**config.mk**
```make
export PLATFORM = sky130hd
export DESIGN_NAME = kmer_hit_run_segmenter_core_flat
export DESIGN_NICKNAME = d
export VERILOG_FILES = /design/src/rtl/khrs_pkg.sv /design/src/rtl/khrs_if.sv /design/src/rtl/khrs_front.sv /design/src/rtl/khrs_queue.sv /design/src/rtl/khrs_back.sv /design/src/rtl/kmer_hit_run_segmenter_core.sv /design/src/flat_wrapper.sv
export SDC_FILE = /design/constraint.sdc
export NUM_CORES = 1
export LEC_CHECK = 0
export BUFFER_PORTS_ARGS = -buffer_cell sky130_fd_sc_hd__buf_2
export CAP_MARGIN = 5
export CELL_PAD_IN_SITES_DETAIL_PLACEMENT = 0
export CELL_PAD_IN_SITES_GLOBAL_PLACEMENT = 1
export CORE_ASPECT_RATIO = 1.1
export CORE_MARGIN = 1.5
export CORE_UTILIZATION = 35
export DETAILED_ROUTE_END_ITERATION = 12
export PLACE_DENSITY = 0.61
export SYNTH_ARGS = -nofsm -noshare
export SYNTH_HDL_FRONTEND = slang
export SYNTH_SLANG_ARGS = --single-unit
```
**constraint.sdc**
```tcl
create_clock -name clk_i -period 28.3 [get_ports clk_i]
set_input_delay 5.66 -clock clk_i [delete_from_list [all_inputs] [get_ports clk_i]]
set_output_delay 5.66 -clock clk_i [all_outputs]
set_load 0.005 [all_outputs]
```
**src/rtl/khrs_pkg.sv**
```systemverilog
// shared constants and types for the k-mer hit run segmenter
package khrs_pkg;

  localparam int unsigned NODE_W      = 32;
  localparam int unsigned POS_W       = 32;
  localparam int unsigned COUNT_W     = 16;
  localparam int unsigned ID_W        = 40;
  localparam int unsigned RID_W       = 40;
  localparam int unsigned QUEUE_DEPTH = 4;

  localparam logic [COUNT_W-1:0] COUNT_MAX       = '1;
  localparam logic [COUNT_W-1:0] MIN_MATCHES_RST = COUNT_W'(4);
  localparam logic [ID_W-1:0]    FIRST_ID        = ID_W'(1);
  localparam logic [ID_W-1:0]    ID_STEP         = ID_W'(2);

  typedef struct packed {
    logic signed [NODE_W-1:0] node;
    logic                     reverse;
    logic [POS_W-1:0]         start_pos;
    logic [POS_W-1:0]         end_pos;
    logic [COUNT_W-1:0]       count;
  } seg_t;

  // results of one input item: segment closed by a node change, then by read end
  typedef struct packed {
    logic             has_a;
    seg_t             seg_a;
    logic             has_b;
    seg_t             seg_b;
    logic             read_end;
    logic [RID_W-1:0] read_index;
  } q_entry_t;

endpackage

```
**src/rtl/khrs_if.sv**
```systemverilog
// channel interfaces for k-mer hits, configuration writes and segments
interface khrs_in_if;
  import khrs_pkg::*;

  logic                     valid;
  logic                     ready;
  logic                     hit;
  logic signed [NODE_W-1:0] hit_node;
  logic [POS_W-1:0]         hit_pos;
  logic                     kmer_forward;
  logic [RID_W-1:0]         read_index;
  logic                     read_end;

  modport source (
    output valid, hit, hit_node, hit_pos, kmer_forward, read_index, read_end,
    input  ready
  );
  modport sink (
    input  valid, hit, hit_node, hit_pos, kmer_forward, read_index, read_end,
    output ready
  );
endinterface

interface khrs_cfg_if;
  import khrs_pkg::*;

  logic               valid;
  logic               ready;
  logic [COUNT_W-1:0] min_count;

  modport source (output valid, min_count, input ready);
  modport sink (input valid, min_count, output ready);
endinterface

interface khrs_out_if;
  import khrs_pkg::*;

  logic                     valid;
  logic                     ready;
  logic                     seg_valid;
  logic signed [NODE_W-1:0] seg_node;
  logic                     seg_reverse;
  logic [POS_W-1:0]         seg_first_pos;
  logic [POS_W-1:0]         seg_last_pos;
  logic [COUNT_W-1:0]       seg_count;
  logic [ID_W-1:0]          mapped_id;
  logic [RID_W-1:0]         out_read_index;
  logic                     read_done;

  modport source (
    output valid, seg_valid, seg_node, seg_reverse, seg_first_pos, seg_last_pos,
           seg_count, mapped_id, out_read_index, read_done,
    input  ready
  );
  modport sink (
    input  valid, seg_valid, seg_node, seg_reverse, seg_first_pos, seg_last_pos,
           seg_count, mapped_id, out_read_index, read_done,
    output ready
  );
endinterface

```
**src/rtl/khrs_front.sv**
```systemverilog
// front end: accepts hits, tracks the open segment and queues closed segments
module khrs_front (
  input  logic                clk_i,
  input  logic                rst_ni,
  khrs_in_if.sink             in_i,
  khrs_cfg_if.sink            cfg_i,
  input  logic                q_full_i,
  output logic                q_push_o,
  output khrs_pkg::q_entry_t  q_data_o
);
  import khrs_pkg::*;

  seg_t               cur_q, cur_d;
  seg_t               mid;
  logic [COUNT_W-1:0] min_count_q;
  logic               accept;
  logic               hit_ok;
  logic               rep_a;
  logic               rep_b;

  assign in_i.ready  = !q_full_i;
  assign cfg_i.ready = 1'b1;
  assign accept      = in_i.valid && in_i.ready;
  assign hit_ok      = in_i.hit && (in_i.hit_node != '0);

  always_comb begin
    mid   = cur_q;
    rep_a = 1'b0;
    if (hit_ok) begin
      if (cur_q.node == '0) begin
        mid.reverse   = in_i.hit_node[NODE_W-1] ^ ~in_i.kmer_forward;
        mid.node      = in_i.hit_node;
        mid.start_pos = in_i.hit_pos;
        mid.end_pos   = in_i.hit_pos;
        mid.count     = COUNT_W'(1);
      end else if (in_i.hit_node != cur_q.node) begin
        rep_a         = cur_q.count >= min_count_q;
        mid.node      = in_i.hit_node;
        mid.start_pos = in_i.hit_pos;
        mid.end_pos   = in_i.hit_pos;
        mid.count     = COUNT_W'(1);
      end else begin
        if (cur_q.count != COUNT_MAX) begin
          mid.count = cur_q.count + COUNT_W'(1);
        end
        mid.end_pos = in_i.hit_pos;
      end
    end
    rep_b = in_i.read_end && (mid.node != '0) && (mid.count >= min_count_q);
  end

  always_comb begin
    cur_d = cur_q;
    if (accept) begin
      cur_d = in_i.read_end ? '0 : mid;
    end
  end

  assign q_push_o            = accept && (rep_a || in_i.read_end);
  assign q_data_o.has_a      = rep_a;
  assign q_data_o.seg_a      = cur_q;
  assign q_data_o.has_b      = rep_b;
  assign q_data_o.seg_b      = mid;
  assign q_data_o.read_end   = in_i.read_end;
  assign q_data_o.read_index = in_i.read_index;

  always_ff @(posedge clk_i or negedge rst_ni) begin
    if (!rst_ni) begin
      cur_q       <= '0;
      min_count_q <= MIN_MATCHES_RST;
    end else begin
      cur_q <= cur_d;
      if (cfg_i.valid && cfg_i.ready) begin
        min_count_q <= cfg_i.min_count;
      end
    end
  end

  a_open_has_count: assert property (@(posedge clk_i) disable iff (!rst_ni)
    (cur_q.node != '0) |-> (cur_q.count != '0))
    else $error("open segment with zero count");

  a_closed_no_count: assert property (@(posedge clk_i) disable iff (!rst_ni)
    (cur_q.node == '0) |-> (cur_q.count == '0))
    else $error("count held with no open segment");

  a_end_clears: assert property (@(posedge clk_i) disable iff (!rst_ni)
    (accept && in_i.read_end) |=> (cur_q.node == '0))
    else $error("segment left open after read end");

endmodule

```
**src/rtl/khrs_queue.sv**
```systemverilog
// short queue between front and back end
module khrs_queue #(
  parameter int unsigned DEPTH = khrs_pkg::QUEUE_DEPTH
) (
  input  logic               clk_i,
  input  logic               rst_ni,
  input  logic               push_i,
  input  khrs_pkg::q_entry_t push_data_i,
  output logic               full_o,
  input  logic               pop_i,
  output khrs_pkg::q_entry_t head_o,
  output logic               empty_o
);
  import khrs_pkg::*;

  localparam int unsigned PTR_W = (DEPTH > 1) ? $clog2(DEPTH) : 1;
  localparam int unsigned CNT_W = $clog2(DEPTH + 1);
  localparam logic [PTR_W-1:0] LAST_PTR = PTR_W'(DEPTH - 1);
  localparam logic [CNT_W-1:0] FULL_CNT = CNT_W'(DEPTH);

  q_entry_t           mem_q [DEPTH];
  logic [PTR_W-1:0]   wr_ptr_q, wr_ptr_d;
  logic [PTR_W-1:0]   rd_ptr_q, rd_ptr_d;
  logic [CNT_W-1:0]   cnt_q, cnt_d;
  logic               do_push;
  logic               do_pop;

  assign full_o  = (cnt_q == FULL_CNT);
  assign empty_o = (cnt_q == '0);
  assign do_push = push_i && !full_o;
  assign do_pop  = pop_i && !empty_o;
  assign head_o  = mem_q[rd_ptr_q];

  always_comb begin
    wr_ptr_d = wr_ptr_q;
    rd_ptr_d = rd_ptr_q;
    cnt_d    = cnt_q;
    if (do_push) begin
      wr_ptr_d = (wr_ptr_q == LAST_PTR) ? '0 : wr_ptr_q + PTR_W'(1);
    end
    if (do_pop) begin
      rd_ptr_d = (rd_ptr_q == LAST_PTR) ? '0 : rd_ptr_q + PTR_W'(1);
    end
    if (do_push && !do_pop) begin
      cnt_d = cnt_q + CNT_W'(1);
    end else if (do_pop && !do_push) begin
      cnt_d = cnt_q - CNT_W'(1);
    end
  end

  always_ff @(posedge clk_i or negedge rst_ni) begin
    if (!rst_ni) begin
      wr_ptr_q <= '0;
      rd_ptr_q <= '0;
      cnt_q    <= '0;
    end else begin
      wr_ptr_q <= wr_ptr_d;
      rd_ptr_q <= rd_ptr_d;
      cnt_q    <= cnt_d;
    end
  end

  always_ff @(posedge clk_i) begin
    if (do_push) begin
      mem_q[wr_ptr_q] <= push_data_i;
    end
  end

  a_no_overflow: assert property (@(posedge clk_i) disable iff (!rst_ni)
    push_i |-> !full_o)
    else $error("push into full queue");

  a_no_underflow: assert property (@(posedge clk_i) disable iff (!rst_ni)
    pop_i |-> !empty_o)
    else $error("pop from empty queue");

  a_count_bound: assert property (@(posedge clk_i) disable iff (!rst_ni)
    cnt_q <= FULL_CNT)
    else $error("queue count beyond depth");

endmodule

```
**src/rtl/khrs_back.sv**
```systemverilog
// back end: numbers reported segments and drives the result register
module khrs_back (
  input  logic               clk_i,
  input  logic               rst_ni,
  input  khrs_pkg::q_entry_t head_i,
  input  logic               empty_i,
  output logic               pop_o,
  khrs_out_if.source         out_o
);
  import khrs_pkg::*;

  logic               phase_q, phase_d;
  logic [ID_W-1:0]    next_id_q, next_id_d;
  logic               out_valid_q, out_valid_d;
  logic               seg_valid_q, seg_valid_d;
  seg_t               seg_q, seg_d;
  logic [ID_W-1:0]    mapped_id_q, mapped_id_d;
  logic [RID_W-1:0]   rid_q, rid_d;
  logic               done_q, done_d;
  logic               load;
  logic               last;
  logic               sel_valid;
  seg_t               sel_seg;

  assign load = !empty_i && (!out_valid_q || out_o.ready);
  assign last = phase_q || !(head_i.has_a && head_i.has_b);

  always_comb begin
    if (phase_q) begin
      sel_valid = 1'b1;
      sel_seg   = head_i.seg_b;
    end else if (head_i.has_a) begin
      sel_valid = 1'b1;
      sel_seg   = head_i.seg_a;
    end else if (head_i.has_b) begin
      sel_valid = 1'b1;
      sel_seg   = head_i.seg_b;
    end else begin
      sel_valid = 1'b0;
      sel_seg   = '0;
    end
  end

  always_comb begin
    phase_d     = phase_q;
    next_id_d   = next_id_q;
    out_valid_d = out_valid_q && !out_o.ready;
    seg_valid_d = seg_valid_q;
    seg_d       = seg_q;
    mapped_id_d = mapped_id_q;
    rid_d       = rid_q;
    done_d      = done_q;
    if (load) begin
      phase_d     = !last;
      out_valid_d = 1'b1;
      seg_valid_d = sel_valid;
      seg_d       = sel_seg;
      mapped_id_d = sel_valid ? next_id_q : '0;
      rid_d       = head_i.read_index;
      done_d      = head_i.read_end && last;
      if (sel_valid) begin
        next_id_d = next_id_q + ID_STEP;
      end
    end
  end

  assign pop_o = load && last;

  always_ff @(posedge clk_i or negedge rst_ni) begin
    if (!rst_ni) begin
      phase_q     <= 1'b0;
      next_id_q   <= FIRST_ID;
      out_valid_q <= 1'b0;
    end else begin
      phase_q     <= phase_d;
      next_id_q   <= next_id_d;
      out_valid_q <= out_valid_d;
    end
  end

  always_ff @(posedge clk_i) begin
    seg_valid_q <= seg_valid_d;
    seg_q       <= seg_d;
    mapped_id_q <= mapped_id_d;
    rid_q       <= rid_d;
    done_q      <= done_d;
  end

  assign out_o.valid          = out_valid_q;
  assign out_o.seg_valid      = seg_valid_q;
  assign out_o.seg_node       = seg_q.node;
  assign out_o.seg_reverse    = seg_q.reverse;
  assign out_o.seg_first_pos  = seg_q.start_pos;
  assign out_o.seg_last_pos   = seg_q.end_pos;
  assign out_o.seg_count      = seg_q.count;
  assign out_o.mapped_id      = mapped_id_q;
  assign out_o.out_read_index = rid_q;
  assign out_o.read_done      = done_q;

  a_second_has_pair: assert property (@(posedge clk_i) disable iff (!rst_ni)
    phase_q |-> (!empty_i && head_i.has_a && head_i.has_b))
    else $error("second result without a pair of segments");

  a_id_odd: assert property (@(posedge clk_i) disable iff (!rst_ni)
    next_id_q[0])
    else $error("next mapped id is even");

  a_done_no_id: assert property (@(posedge clk_i) disable iff (!rst_ni)
    (out_valid_q && !seg_valid_q) |-> (done_q && (mapped_id_q == '0)))
    else $error("empty result that does not close a read");

endmodule

```
**src/rtl/kmer_hit_run_segmenter_core.sv**
```systemverilog
// k-mer hit run segmenter top level
// order: a hit transfer is written into the queue, then loaded into the result register
// throughput: one hit per cycle while the queue is not full; a hit that closes two
//   segments holds the result register for two results, the queue absorbs the difference
// reset: no open segment, next mapped id 1, minimum count 4, queue empty
module kmer_hit_run_segmenter_core #(
  parameter int unsigned QUEUE_DEPTH = khrs_pkg::QUEUE_DEPTH
) (
  input  logic       clk_i,
  input  logic       rst_ni,
  khrs_in_if.sink    in_i,
  khrs_cfg_if.sink   cfg_i,
  khrs_out_if.source out_o
);
  import khrs_pkg::*;

  q_entry_t push_data;
  q_entry_t head;
  logic     push;
  logic     full;
  logic     pop;
  logic     empty;

  khrs_front u_front (
    .clk_i    (clk_i),
    .rst_ni   (rst_ni),
    .in_i     (in_i),
    .cfg_i    (cfg_i),
    .q_full_i (full),
    .q_push_o (push),
    .q_data_o (push_data)
  );

  khrs_queue #(
    .DEPTH (QUEUE_DEPTH)
  ) u_queue (
    .clk_i       (clk_i),
    .rst_ni      (rst_ni),
    .push_i      (push),
    .push_data_i (push_data),
    .full_o      (full),
    .pop_i       (pop),
    .head_o      (head),
    .empty_o     (empty)
  );

  khrs_back u_back (
    .clk_i   (clk_i),
    .rst_ni  (rst_ni),
    .head_i  (head),
    .empty_i (empty),
    .pop_o   (pop),
    .out_o   (out_o)
  );

endmodule

```
**src/flat_wrapper.sv**
```systemverilog
// flat-port wrapper written by rule: the top's interface ports become plain ports
module kmer_hit_run_segmenter_core_flat import khrs_pkg::*;
#(
  parameter int unsigned QUEUE_DEPTH = khrs_pkg::QUEUE_DEPTH
)
  (clk_i, rst_ni, in_i_valid, in_i_hit, in_i_hit_node, in_i_hit_pos, in_i_kmer_forward, in_i_read_index, in_i_read_end, in_i_ready, cfg_i_valid, cfg_i_min_count, cfg_i_ready, out_o_valid, out_o_seg_valid, out_o_seg_node, out_o_seg_reverse, out_o_seg_first_pos, out_o_seg_last_pos, out_o_seg_count, out_o_mapped_id, out_o_out_read_index, out_o_read_done, out_o_ready);
  khrs_in_if in_i_i ();
  khrs_cfg_if cfg_i_i ();
  khrs_out_if out_o_i ();
  input  logic clk_i;
  input  logic rst_ni;
  input wire logic [$bits(in_i_i.valid)-1:0] in_i_valid;
  input wire logic [$bits(in_i_i.hit)-1:0] in_i_hit;
  input wire logic [$bits(in_i_i.hit_node)-1:0] in_i_hit_node;
  input wire logic [$bits(in_i_i.hit_pos)-1:0] in_i_hit_pos;
  input wire logic [$bits(in_i_i.kmer_forward)-1:0] in_i_kmer_forward;
  input wire logic [$bits(in_i_i.read_index)-1:0] in_i_read_index;
  input wire logic [$bits(in_i_i.read_end)-1:0] in_i_read_end;
  output wire logic [$bits(in_i_i.ready)-1:0] in_i_ready;
  input wire logic [$bits(cfg_i_i.valid)-1:0] cfg_i_valid;
  input wire logic [$bits(cfg_i_i.min_count)-1:0] cfg_i_min_count;
  output wire logic [$bits(cfg_i_i.ready)-1:0] cfg_i_ready;
  output wire logic [$bits(out_o_i.valid)-1:0] out_o_valid;
  output wire logic [$bits(out_o_i.seg_valid)-1:0] out_o_seg_valid;
  output wire logic [$bits(out_o_i.seg_node)-1:0] out_o_seg_node;
  output wire logic [$bits(out_o_i.seg_reverse)-1:0] out_o_seg_reverse;
  output wire logic [$bits(out_o_i.seg_first_pos)-1:0] out_o_seg_first_pos;
  output wire logic [$bits(out_o_i.seg_last_pos)-1:0] out_o_seg_last_pos;
  output wire logic [$bits(out_o_i.seg_count)-1:0] out_o_seg_count;
  output wire logic [$bits(out_o_i.mapped_id)-1:0] out_o_mapped_id;
  output wire logic [$bits(out_o_i.out_read_index)-1:0] out_o_out_read_index;
  output wire logic [$bits(out_o_i.read_done)-1:0] out_o_read_done;
  input wire logic [$bits(out_o_i.ready)-1:0] out_o_ready;
  assign in_i_i.valid = in_i_valid;
  assign in_i_i.hit = in_i_hit;
  assign in_i_i.hit_node = in_i_hit_node;
  assign in_i_i.hit_pos = in_i_hit_pos;
  assign in_i_i.kmer_forward = in_i_kmer_forward;
  assign in_i_i.read_index = in_i_read_index;
  assign in_i_i.read_end = in_i_read_end;
  assign in_i_ready = in_i_i.ready;
  assign cfg_i_i.valid = cfg_i_valid;
  assign cfg_i_i.min_count = cfg_i_min_count;
  assign cfg_i_ready = cfg_i_i.ready;
  assign out_o_valid = out_o_i.valid;
  assign out_o_seg_valid = out_o_i.seg_valid;
  assign out_o_seg_node = out_o_i.seg_node;
  assign out_o_seg_reverse = out_o_i.seg_reverse;
  assign out_o_seg_first_pos = out_o_i.seg_first_pos;
  assign out_o_seg_last_pos = out_o_i.seg_last_pos;
  assign out_o_seg_count = out_o_i.seg_count;
  assign out_o_mapped_id = out_o_i.mapped_id;
  assign out_o_out_read_index = out_o_i.out_read_index;
  assign out_o_read_done = out_o_i.read_done;
  assign out_o_i.ready = out_o_ready;
  kmer_hit_run_segmenter_core #(.QUEUE_DEPTH(QUEUE_DEPTH)) u_core (.clk_i(clk_i), .rst_ni(rst_ni), .in_i(in_i_i), .cfg_i(cfg_i_i), .out_o(out_o_i));
endmodule
```
== Word-level counts from Yosys, hierarchy flattened ==
Memories as Yosys holds them, arrays and structs flattened.
Cells that the tools add are included.

* Register bits: 373
* RAM bits: 1076
* Bits of input ports: 128
* Word-level logic and storage cells: 93
* Memories kept: 1

* Add/subtract/negate cells: 6
* Order comparisons: 2
* Equality and inequality tests: 5
* Multiplexer cells: 25
* Bitwise operators: 2
* Reduce and logical (&&, ||, !) cells: 31

{| class="wikitable"
|+ Memories
! name !! depth !! width !! read ports !! clocked after Yosys merged registers in !! write ports !! line !! RTL
|-
| u_core.u_queue.mem_q || 4 || 269 || 1 || 0 || 1 || khrs_queue.sv:21 || <nowiki>q_entry_t mem_q [DEPTH];</nowiki>
|}

{| class="wikitable"
|+ Operators with widths
! kind !! count
|-
| 113-bit 2-to-1 mux || 5
|-
| 32-bit 2-to-1 mux || 3
|-
| 80-bit 2-to-1 mux || 1
|-
| 32-bit nonzero test || 2
|-
| 40-bit by 2-bit adder with 40-bit output (second input constant) || 1
|-
| 16-bit >= comparator || 2
|-
| 32-bit logical NOT || 1
|-
| 16-bit 2-to-1 mux || 2
|-
| 32-bit != test || 1
|-
| 16-bit by 1-bit adder with 16-bit output (second input constant) || 1
|-
| 16-bit != test (second input constant) || 1
|-
| 1-bit logical AND || 14
|-
| 1-bit 2-to-1 mux || 10
|-
| 1-bit logical NOT || 8
|-
| 3-bit 2-to-1 mux || 2
|-
| 2-bit by 1-bit adder with 2-bit output (second input constant) || 2
|-
| 2-bit == test (second input constant) || 2
|-
| 2-bit 2-to-1 mux || 2
|-
| 3-bit by 1-bit adder with 3-bit output (second input constant) || 1
|-
| 3-bit == test (second input constant) || 1
|-
| 3-bit logical NOT || 1
|-
| 1-bit logical OR || 3
|-
| 3-bit by 1-bit subtractor with 3-bit output (second input constant) || 1
|-
| 2-bit AND reduction || 1
|-
| other kinds (3) || 3
|}

== Longest topological paths before layout ==
Gate-level depths: netlist (run 1).

* Word-level depth: 11
* Depth in mapped cells: 17
* Gate-level depth less buffers: 16

== Hierarchy ==
Synthesis (run 1) repeated with hierarchy kept, for this count alone.

* Cell total of the unflattened synthesis: 2855
* Area total of the unflattened synthesis: 56437.9 um^2

{| class="wikitable"
|+ Modules (own cells, without submodules)
! module !! instances !! cells an instance !! area each (um^2)
|-
| khrs_queue || 1 || 1442 || 39232.6
|-
| khrs_back || 1 || 588 || 9172.5
|-
| khrs_front || 1 || 825 || 8032.7
|}

== Least setup slack after synthesis (run 1) ==
Ideal clock, no wire load.

* Kind: input to register
* Start point: input in_i_hit_node[20]
* End point: memory u_core.u_queue.mem_q[0][0] (netlist bit) (enable)
* Setup time: 0.905 ns
* Arrival: 17.848 ns
* Slack: 9.547 ns
* Stages on the path: 7
* Buffers on the path: 0
* Path through: xnor2_1 > nand4_1 > nor4_1 > a21oi_1 > nor3b_1 > o21ai_2 > nor2_1

{| class="wikitable"
|+ RTL lines
! item !! line !! RTL
|-
| start: declaration || flat_wrapper.sv:14 || <nowiki>input wire logic [$bits(in_i_i.hit_node)-1:0] in_i_hit_node;</nowiki>
|-
| end: declaration || khrs_queue.sv:21 ||
|}

==> results of run 1 <==
## cells by family after synthesis
| family | synth area share |
|---|---|
| flops | 0.766 |
| mux | 0.130 |
| compound gates | 0.0433 |
| simple gates | 0.0247 |
| buf+inv | 0.0130 |
| xor+xnor | 0.0132 |
| fa+ha+maj | 0.00936 |
| other cells | 0.0000675 |
## metrics by stage
stage          cell area [sq um]  instances  power [mW]  hold slack [ns]
2_1_floorplan              55600       2673        4.11            0.438
3_3_place_gp               59800       4995        4.69            0.456
3_5_place_dp               59800       4995        4.70            0.468
4_1_cts                    64900       5285        6.75            0.476
5_1_grt                    64900       5285        6.93            0.497
6_report                   64900       5286        6.63            0.472
## layout make-up
type                            instances  share of cell area
Multi-Input combinational cell       1050               0.191
Sequential cell                      1448               0.656
Tap cell                             2092              0.0403
Timing Repair Buffer                  366              0.0312
Inverter                               39             0.00226
Clock inverter                         78              0.0123
Clock buffer                          212              0.0668
Antenna cell                            1           0.0000386
## metal layers
| metal | routed length (microns) | part of all wire | vias up |
|---|---|---|---|
| met5 | 86 | 0.00066 | - |
| met4 | 3170 | 0.024 | 14 |
| met1 | 56100 | 0.43 | 14300 |
| li1 | - | - | 11800 |
| met3 | 7680 | 0.059 | 195 |
| met2 | 63700 | 0.49 | 690 |
## cell usage in the layout, fill, tap and decap left out, types with 11 or more instances in the layout
cell type,netlist,layout
a21oi_1,14,12
a22o_1,212,212
buf_2,32,323
buf_4,1,36
bufinv_16,0,11
clkbuf_1,88,36
clkbuf_16,0,158
clkbuf_8,0,18
clkinv_1,0,16
clkinv_2,0,29
dfrtp_1,176,174
edfxtp_1,1271,1271
ha_1,40,40
inv_1,39,39
mux2_2,99,99
mux4_2,269,269
nand2_1,43,42
nand3_1,19,19
nand4_1,31,31
nor2_1,39,33
nor2b_1,40,40
nor3_1,11,11
nor4_1,27,25
o21ai_0,34,34
xnor2_1,71,71
xor2_1,13,13
## flip-flops by register name, summed over array words and instances (netlist names), 32 cells and up
signal / count
u_core.u_queue.mem_q: 1076
u_core.u_back.out_o.out_read_index: 40
u_core.u_back.out_o.seg_first_pos: 32
u_core.u_back.out_o.mapped_id: 40
u_core.u_back.next_id_q: 39
u_core.u_back.out_o.seg_last_pos: 32
u_core.u_front.q_data_o: 113
u_core.u_back.out_o.seg_node: 32
## power by group
group	internal, mW	switching, mW
registers	2.83	0.190
clock network	1.18	0.844
logic	0.684	0.897
## worst max-delay path by stage
stage,from,cells past startpoint,slack [ns],endpoint
after floorplan,in_i_hit_node[20],7,9.55,u_core.u_queue.mem_q[0][0]
after global placement,in_i_hit_node[0],11,17.43,u_core.u_queue.mem_q[3][124]
after detailed placement,in_i_hit_node[0],11,17.38,u_core.u_queue.mem_q[3][245]
after CTS,in_i_hit_node[0],11,18.19,u_core.u_queue.mem_q[3][136]
after global routing,in_i_hit_node[0],11,17.95,u_core.u_queue.mem_q[3][124]
final,in_i_hit_node[0],11,18.29,u_core.u_queue.mem_q[3][124]
## critical path, stage by stage
cell     delay, ns
buf_2         0.16
nor4_1        0.08
buf_4         0.15
nand4_1       0.19
o21ai_4       0.19
a21oi_4       0.28
nor3b_1       0.73
o21ai_2       0.33
nor2_4        0.91
buf_4         0.76
buf_4         0.81
==> flow_metrics.py, run 1 <==
metrics = {
    "run_status": {
        "status": "finished clean",
    },
    "finish": {
        "fillers": 14000,
        "fin_nets": 3229,
        "multi_input_area_sq_mm": 0.0124,
        "drive_gt1_frac": 0.312,
        "final_util": 0.411,
        "area_delta_synth_final_pct": 16.8,
        "seq_area_sq_mm": 0.0426,
    },
    "logic_synthesis": {
        "netlist_instances": 2673,
        "synth-seq-cells": 1448,
        "synth_nets": 2842,
        "ys.flop_type": "edfxtp_1",
        "async_flop_share": 0.122,
        "yosysTopAreaCell": "edfxtp_1",
        "synth_cell_types": 60,
        "ys_seq_area_frac": 0.766,
        "synth_edf_count": 1271,
        "synth_area_per_cell_sq_um": 20.8,
        "yosysMostFrequentCell": "edfxtp_1",
        "syn_area_sq_mm": 0.0556,
        "synth_top_area_frac": 0.687,
        "ys_top_cells_by_count": "edfxtp_1, mux4_2, a22o_1",
        "ys_warn_count": 0,
        "synthTopCellsByArea": "edfxtp_1, mux4_2, dfrtp_1, a22o_1, mux2_2",
    },
    "global_route": {
        "grt_start_max_net_pins": 148,
        "use_met2": 0.260,
        "use_met1": 0.216,
        "grt_use_met3": 0.0395,
        "grt_first_pass_wirelength_mm": 192,
        "overflow": 0,
        "grt_pass1_vias": 28200,
        "antenna_found_initial": 10,
        "grt_use_total": 0.162,
        "top_usage_layer": "met2",
    },
    "route": {
        "wl_mm": 131,
        "post_drt_wl_per_cell_microns": 24.7,
        "dr.pass1.iters": 5,
        "viasPerCell": 5.11,
        "vias": 27000,
        "drt-initial-drc-count": 2037,
        "drc": 0,
        "ant_nets": 0,
    },
    "timing": {
        "rsz0062_at_grt": "no",
        "fmaxAchievable_ghz": 0.0999,
        "setup_tns_ns": 0,
        "skew_ns": 0.0298,
        "setup_violations": 0,
        "setup_ws_ns": 18.29,
        "min_period_ns": 10.01,
        "maxSlewViolCount": 0,
        "final-hold-violation-count": 0,
        "maxSlewHeadroom": 0.166,
        "period_share": 0.354,
        "tightest_slew_ns": 1.25,
    },
    "setup_path": {
        "crit_arrival_ns": 10.41,
        "path_max_fanout": 55,
        "r2r_start": "u_core.u_front.q_data_o[155]",
        "critPathLaunchType": "input pin",
        "rr_worst_depth": 11,
        "r2r-end": "u_core.u_queue.mem_q[3][124]",
        "crit_required_ns": 28.70,
        "critPathCaptureType": "flip-flop",
        "path_class": "input pin to flip-flop",
        "r2r_setup_slack_ns": 22.55,
    },
    "clock_network": {
        "cts_buffers": 155,
        "h-tree-depth": 4,
        "worstSkewPairLatency_ns": 0.79,
        "clockBufferDepth": 3,
        "cts.sinks": 1448,
        "cts-resized-gates": 0,
        "path_clk_slew_ns": 0.06,
        "hold_buffers": 0,
        "cts_setup_buffers": 0,
        "cts_root_buf": "clkbuf_16",
        "cts_tree": "yes",
    },
    "pwr": {
        "power.leakage_nw": 22.6,
        "power.density_mw_per_mm2": 102,
        "ir_drop_mv": 0.0893,
    },
    "floorplanning": {
        "dieWidth_microns": 383,
        "rows": 153,
        "die_y_microns": 421,
        "dieArea_sq_mm": 0.161,
        "start_util": 0.352,
        "io_pins": 326,
        "core_region_area_sq_mm": 0.158,
    },
    "run": {
        "drv_cap": 0,
    },
    "min_path": {
        "min_path_cells": 1,
        "hold_start": "u_core.u_back.next_id_q[39]",
        "hp-class": "flip-flop to flip-flop",
        "hold_end": "u_core.u_back.next_id_q[39]",
    },
    "placed_design": {
        "portBuffers": 324,
        "gp_congestion": 0.751,
        "pre_cts_slack_ns": 17.38,
        "hpwl_mm": 72.5,
    },
}
Power figures use the tool's default switching activity.
==> run 2, diff against run 1 <==
Clock period 28.3 ns to 9.76 ns, I/O delays scaled along.
==> flow_metrics.py, run 2 (same netlist as run 1, synthesis figures left out) <==
metrics = {
    "run_status": {
        "status": "finished clean",
    },
    "finish": {
        "fillers": 13900,
        "fin_nets": 3225,
        "largest_reg_flops": 1076,
        "area_delta_synth_final_pct": 16.7,
        "finalInstanceArea_sq_mm": 0.0649,
        "drive_gt1_frac": 0.310,
        "regMostFlops": "u_core.u_queue.mem_q",
        "multi_input_area_sq_mm": 0.0124,
        "final_common_cell": "edfxtp_1",
        "seq_area_sq_mm": 0.0426,
        "layout_common_cells": "edfxtp_1, buf_2, mux4_2, a22o_1, dfrtp_1",
    },
    "setup_path": {
        "worst-path-buf-inv": 3,
        "crit_arrival_ns": 6.68,
        "r2r_start": "u_core.u_front.q_data_o[237]",
        "critPathCaptureType": "flip-flop",
        "path_cells": "buf_2, nor4_1, nand4_1, o21ai_4, buf_4, nor2_1, xnor2_1, nand2b_1, inv_1, ha_1, nand2b_1, a21o_1, a21o_1, a211oi_1, o211ai_1, nand3_1, a21oi_1",
        "critPathLaunchType": "input pin",
        "path_class": "input pin to flip-flop",
        "r2r-end": "u_core.u_queue.mem_q[1][243]",
        "rr_worst_depth": 9,
        "path_max_fanout": 39,
        "r2r_setup_slack_ns": 4.78,
        "crit_required_ns": 10.22,
        "cp_top_family": "simple AND/OR/NAND/NOR gates",
        "crit_slowest_cell": "nor4_1",
        "crit_path_max_incr_delay_ns": 0.78,
    },
    "route": {
        "viasPerCell": 5.09,
        "wl_mm": 129,
        "vias": 26900,
        "ant_nets": 0,
        "drt-initial-drc-count": 1837,
        "dr.pass1.iters": 5,
        "drc": 0,
        "post_drt_wl_per_cell_microns": 24.4,
    },
    "clock_network": {
        "cts_tree": "yes",
        "cts.sinks": 1448,
        "clockBufferDepth": 3,
        "cts-resized-gates": 0,
        "h-tree-depth": 4,
        "cts_setup_buffers": 0,
        "worstSkewPairLatency_ns": 0.78,
        "cts_buffers": 152,
        "path_clk_slew_ns": 0.06,
        "cts_root_buf": "clkbuf_16",
        "hold_buffers": 0,
    },
    "min_path": {
        "hold_end": "u_core.u_back.next_id_q[39]",
        "hp-class": "flip-flop to flip-flop",
        "min_path_cells": 1,
        "hold_start": "u_core.u_back.next_id_q[39]",
    },
    "timing": {
        "skew_ns": 0.0252,
        "setup_tns_ns": 0,
        "setup_violations": 0,
        "min_period_ns": 6.22,
        "maxSlewHeadroom": 0.276,
        "maxSlewViolCount": 0,
        "rsz0062_at_grt": "no",
        "tightest_slew_ns": 1.08,
        "fmaxAchievable_ghz": 0.161,
        "final-hold-violation-count": 0,
        "hold_slack_ns": 0.470,
        "period_share": 0.637,
    },
    "placed_design": {
        "gp_congestion": 0.728,
        "portBuffers": 324,
        "postPlaceCellArea_sq_mm": 0.0598,
        "hpwl_mm": 72.4,
    },
    "floorplanning": {
        "core_region_area_sq_mm": 0.158,
        "dieArea_sq_mm": 0.161,
        "start_util": 0.352,
        "die_y_microns": 421,
        "io_pins": 326,
        "rows": 153,
        "dieWidth_microns": 383,
    },
    "global_route": {
        "overflow": 0,
        "antenna_found_initial": 19,
        "grt_start_max_net_pins": 134,
        "grt_pass1_vias": 27800,
        "grt_first_pass_wirelength_mm": 189,
        "grt_use_total": 0.159,
    },
    "pwr": {
        "ir_drop_mv": 0.252,
        "power.leakage_nw": 22.6,
        "power.density_mw_per_mm2": 296,
    },
    "run": {
        "drv_cap": 0,
    },
}
run 2: worst max-delay path by stage:
| stage | from | to | slack (ns) | depth (start not counted) |
|---|---|---|---|---|
| final | in_i_hit_node[0] | u_core.u_queue.mem_q[0][154] | 3.54 | 17 |
| after global placement | in_i_hit_node[0] | u_core.u_queue.mem_q[0][154] | 2.71 | 17 |
| after CTS | in_i_hit_node[0] | u_core.u_queue.mem_q[0][154] | 3.61 | 17 |
| after global routing | in_i_hit_node[0] | u_core.u_queue.mem_q[0][154] | 3.22 | 16 |
| after detailed placement | in_i_hit_node[0] | u_core.u_queue.mem_q[1][154] | 2.73 | 17 |
| after floorplan | in_i_hit_node[20] | u_core.u_queue.mem_q[0][0] | -0.75 | 7 |
run 2: metrics by stage:
step           utilization  instances  power, mW  setup WS, ns
3_5_place_dp         0.378       4994       13.6          2.73
4_1_cts              0.411       5280       19.5          3.61
2_1_floorplan            -       2673       11.8        -0.752
3_3_place_gp         0.378       4994       13.6          2.71
6_report             0.411       5283       19.2          3.54
5_1_grt              0.411       5281       20.1          3.22
run 2: area by class of cell:
class                           instances  share of cell area
Tap cell                             2092              0.0404
Antenna cell                            3            0.000116
Clock inverter                         83              0.0139
Multi-Input combinational cell       1050               0.191
Clock buffer                          203              0.0647
Sequential cell                      1448               0.657
Timing Repair Buffer                  365              0.0312
Inverter                               39             0.00226
run 2: layer usage:
layer,wire length (microns),vias to the layer above,GRT usage,part of all wire
met5,99,-,0,0.00077
met4,2750,18,0.0466,0.021
met3,6800,195,0.0349,0.053
met2,62900,659,0.256,0.49
met1,56600,14200,0.217,0.44
li1,-,11800,-,-
run 2: power breakdown:
part | internal [mW] | leakage, nW | switching [mW] | total [mW]
sequential | 8.21 | 14.2 | 0.572 | 8.78
combinational | 1.98 | 5.86 | 2.58 | 4.56
clock | 3.41 | 2.49 | 2.44 | 5.84
run 2: worst reg2reg max path: cells and delay by family, from the launching register on:
| family | cells | cell delay [ns] |
|---|---|---|
| compound gates | 2 | 0.99 |
| buf+inv | 2 | 1.04 |
| xor+xnor | 1 | 0.26 |
| flops | 1 | 0.49 |
| simple gates | 4 | 1.74 |
==> run 3, diff against run 2 <==
Settings changed: PLACE_DENSITY 0.61 to 0.63.
Clock period 9.76 ns to 5.6 ns, I/O delays scaled along.
==> flow_metrics.py, run 3 (same netlist as run 1, synthesis figures left out) <==
metrics = {
    "clock_network": {
        "cts_buffers": 152,
        "cts_tree": "yes",
        "clockBufferDepth": 3,
        "path_clk_slew_ns": 0.06,
        "cts_root_buf": "clkbuf_16",
        "worstSkewPairLatency_ns": 0.80,
        "h-tree-depth": 4,
        "cts_setup_buffers": 0,
        "hold_buffers": 0,
        "cts-resized-gates": 0,
        "cts.sinks": 1448,
    },
    "finish": {
        "regMostFlops": "u_core.u_queue.mem_q",
        "largest_reg_flops": 1076,
        "final_util": 0.412,
        "fin_nets": 3235,
        "drive_gt1_frac": 0.311,
        "layout.cells.non_filler": 5290,
        "area_delta_synth_final_pct": 17.1,
        "layout_common_cells": "edfxtp_1, buf_2, mux4_2, a22o_1, dfrtp_1",
        "final_common_cell": "edfxtp_1",
    },
    "global_route": {
        "overflow": 0,
        "grt_pass1_vias": 28100,
        "grt_start_max_net_pins": 127,
        "grt_first_pass_wirelength_mm": 192,
        "antenna_found_initial": 12,
        "grt_use_total": 0.161,
    },
    "pwr": {
        "p_comb_frac": 0.241,
        "ir_drop_mv": 0.650,
        "p_switching_mw": 9.74,
        "power.density_mw_per_mm2": 511,
        "seqPwrFrac": 0.459,
        "power.leakage_nw": 22.6,
        "swShare": 0.293,
        "intPower_mw": 23.5,
        "clkPwrFrac": 0.300,
    },
    "setup_path": {
        "crit_path_max_incr_delay_ns": 0.58,
        "cp_top_family": "compound AO/OA/AOI/OAI gates",
        "crit_slowest_cell": "nor4_1",
        "path_max_fanout": 26,
        "critPathLaunchType": "flip-flop",
        "path_cells": "xnor2_1, nand4_1, nor4_1, a21oi_4, buf_4, a21oi_1, ha_1, a21o_1, a21o_1, a211oi_1, o211ai_1, nand3_1, a21oi_1",
        "r2r_start": "u_core.u_front.q_data_o[239]",
        "r2r_setup_slack_ns": 1.41,
        "crit_required_ns": 6.11,
        "worst-path-buf-inv": 1,
        "path_class": "flip-flop to flip-flop",
        "critPathCaptureType": "flip-flop",
        "startpoint": "u_core.u_front.q_data_o[239]",
        "crit_arrival_ns": 4.70,
    },
    "route": {
        "dr.pass1.iters": 5,
        "wl_mm": 130,
        "ant_nets": 0,
        "viasPerCell": 5.13,
        "vias": 27100,
        "post_drt_wl_per_cell_microns": 24.6,
        "drt-initial-drc-count": 1869,
        "drc": 0,
    },
    "min_path": {
        "hp-class": "input pin to async pin",
    },
    "floorplanning": {
        "die_y_microns": 421,
        "io_pins": 326,
        "dieWidth_microns": 383,
        "core_region_area_sq_mm": 0.158,
        "start_util": 0.352,
        "dieArea_sq_mm": 0.161,
        "rows": 153,
    },
    "timing": {
        "fmaxAchievable_ghz": 0.239,
        "period_share": 0.749,
        "rsz0062_at_grt": "no",
        "maxSlewViolCount": 0,
        "min_period_ns": 4.19,
        "final-hold-violation-count": 0,
        "setup_violations": 0,
        "setup_tns_ns": 0,
        "maxSlewHeadroom": 0.296,
        "hold_slack_ns": 0.283,
        "tightest_slew_ns": 1.06,
        "skew_ns": 0.0307,
    },
    "run": {
        "drv_cap": 0,
    },
    "placed_design": {
        "portBuffers": 324,
        "gp_congestion": 0.773,
        "place_inst": 5004,
        "hpwl_mm": 74.4,
    },
    "run_status": {
        "status": "finished clean",
    },
}
-- run 3: cell types whose count changed in the layout (fill, tap and decap cells not counted), sizes merged --
cell      delta
clkbuf       +9
clkinv       -8
diode        +1
buf         +10
clkinvlp     +1
bufinv       -6
-- run 3: layer usage --
| layer | wire, microns | GRT usage |
|---|---|---|
| met5 | 78 | 0 |
| met2 | 62700 | 0.257 |
| met4 | 2600 | 0.0426 |
| met3 | 7660 | 0.0388 |
| met1 | 57100 | 0.220 |
-- run 3: stage by stage --
step | cell area (sq um) | power, mW | setup slack [ns]
after floorplan | 55600 | 20.4 | -0.916
after global placement | 60000 | 23.7 | 0.489
after detailed placement | 60000 | 23.8 | 0.494
after CTS | 65100 | 33.9 | 1.37
after global routing | 65100 | 34.9 | 1.07
final | 65100 | 33.3 | 1.41
-- run 3: worst register-to-register path, cell delays in order (launching register included) --
cell and delay, ns:
dfrtp_1 0.52, xnor2_1 0.39, nand4_1 0.14, nor4_1 0.58
a21oi_4 0.19, buf_4 0.32, a21oi_1 0.40, ha_1 0.31
a21o_1 0.16, a21o_1 0.20, a211oi_1 0.31, o211ai_1 0.14
nand3_1 0.11, a21oi_1 0.13
-- run 3: worst paths after layout --
kind / endpoint / cells past startpoint
max: u_core.u_queue.mem_q[2][154] / 13
min: u_core.u_back.next_id_q[32] / 1
max reg2reg: u_core.u_queue.mem_q[2][154] / 13
min reg2reg: u_core.u_back.next_id_q[39] / 1
max in group asynchronous: u_core.u_front.q_data_o[251] / 2
min in group clk_i: u_core.u_back.next_id_q[39] / 1
-- run 3: area by class of cell --
type	instances	area, sq um
Fill cell	14000	92900
Sequential cell	1448	42600
Multi-Input combinational cell	1050	12400
Clock buffer	212	4260
Tap cell	2092	2620
Timing Repair Buffer	375	2280
Clock inverter	70	790
Inverter	39	146
Antenna cell	4	10.0
-- run 3: power groups by stage --
stage / clock network [mW] / registers (mW) / logic, mW
floorplan: 0 / 15.2 / 5.16
global placement: 0 / 15.5 / 8.24
detailed placement: 0 / 15.5 / 8.27
CTS: 10.3 / 15.3 / 8.29
global route: 10.7 / 15.5 / 8.71
finish: 10.0 / 15.3 / 8.02
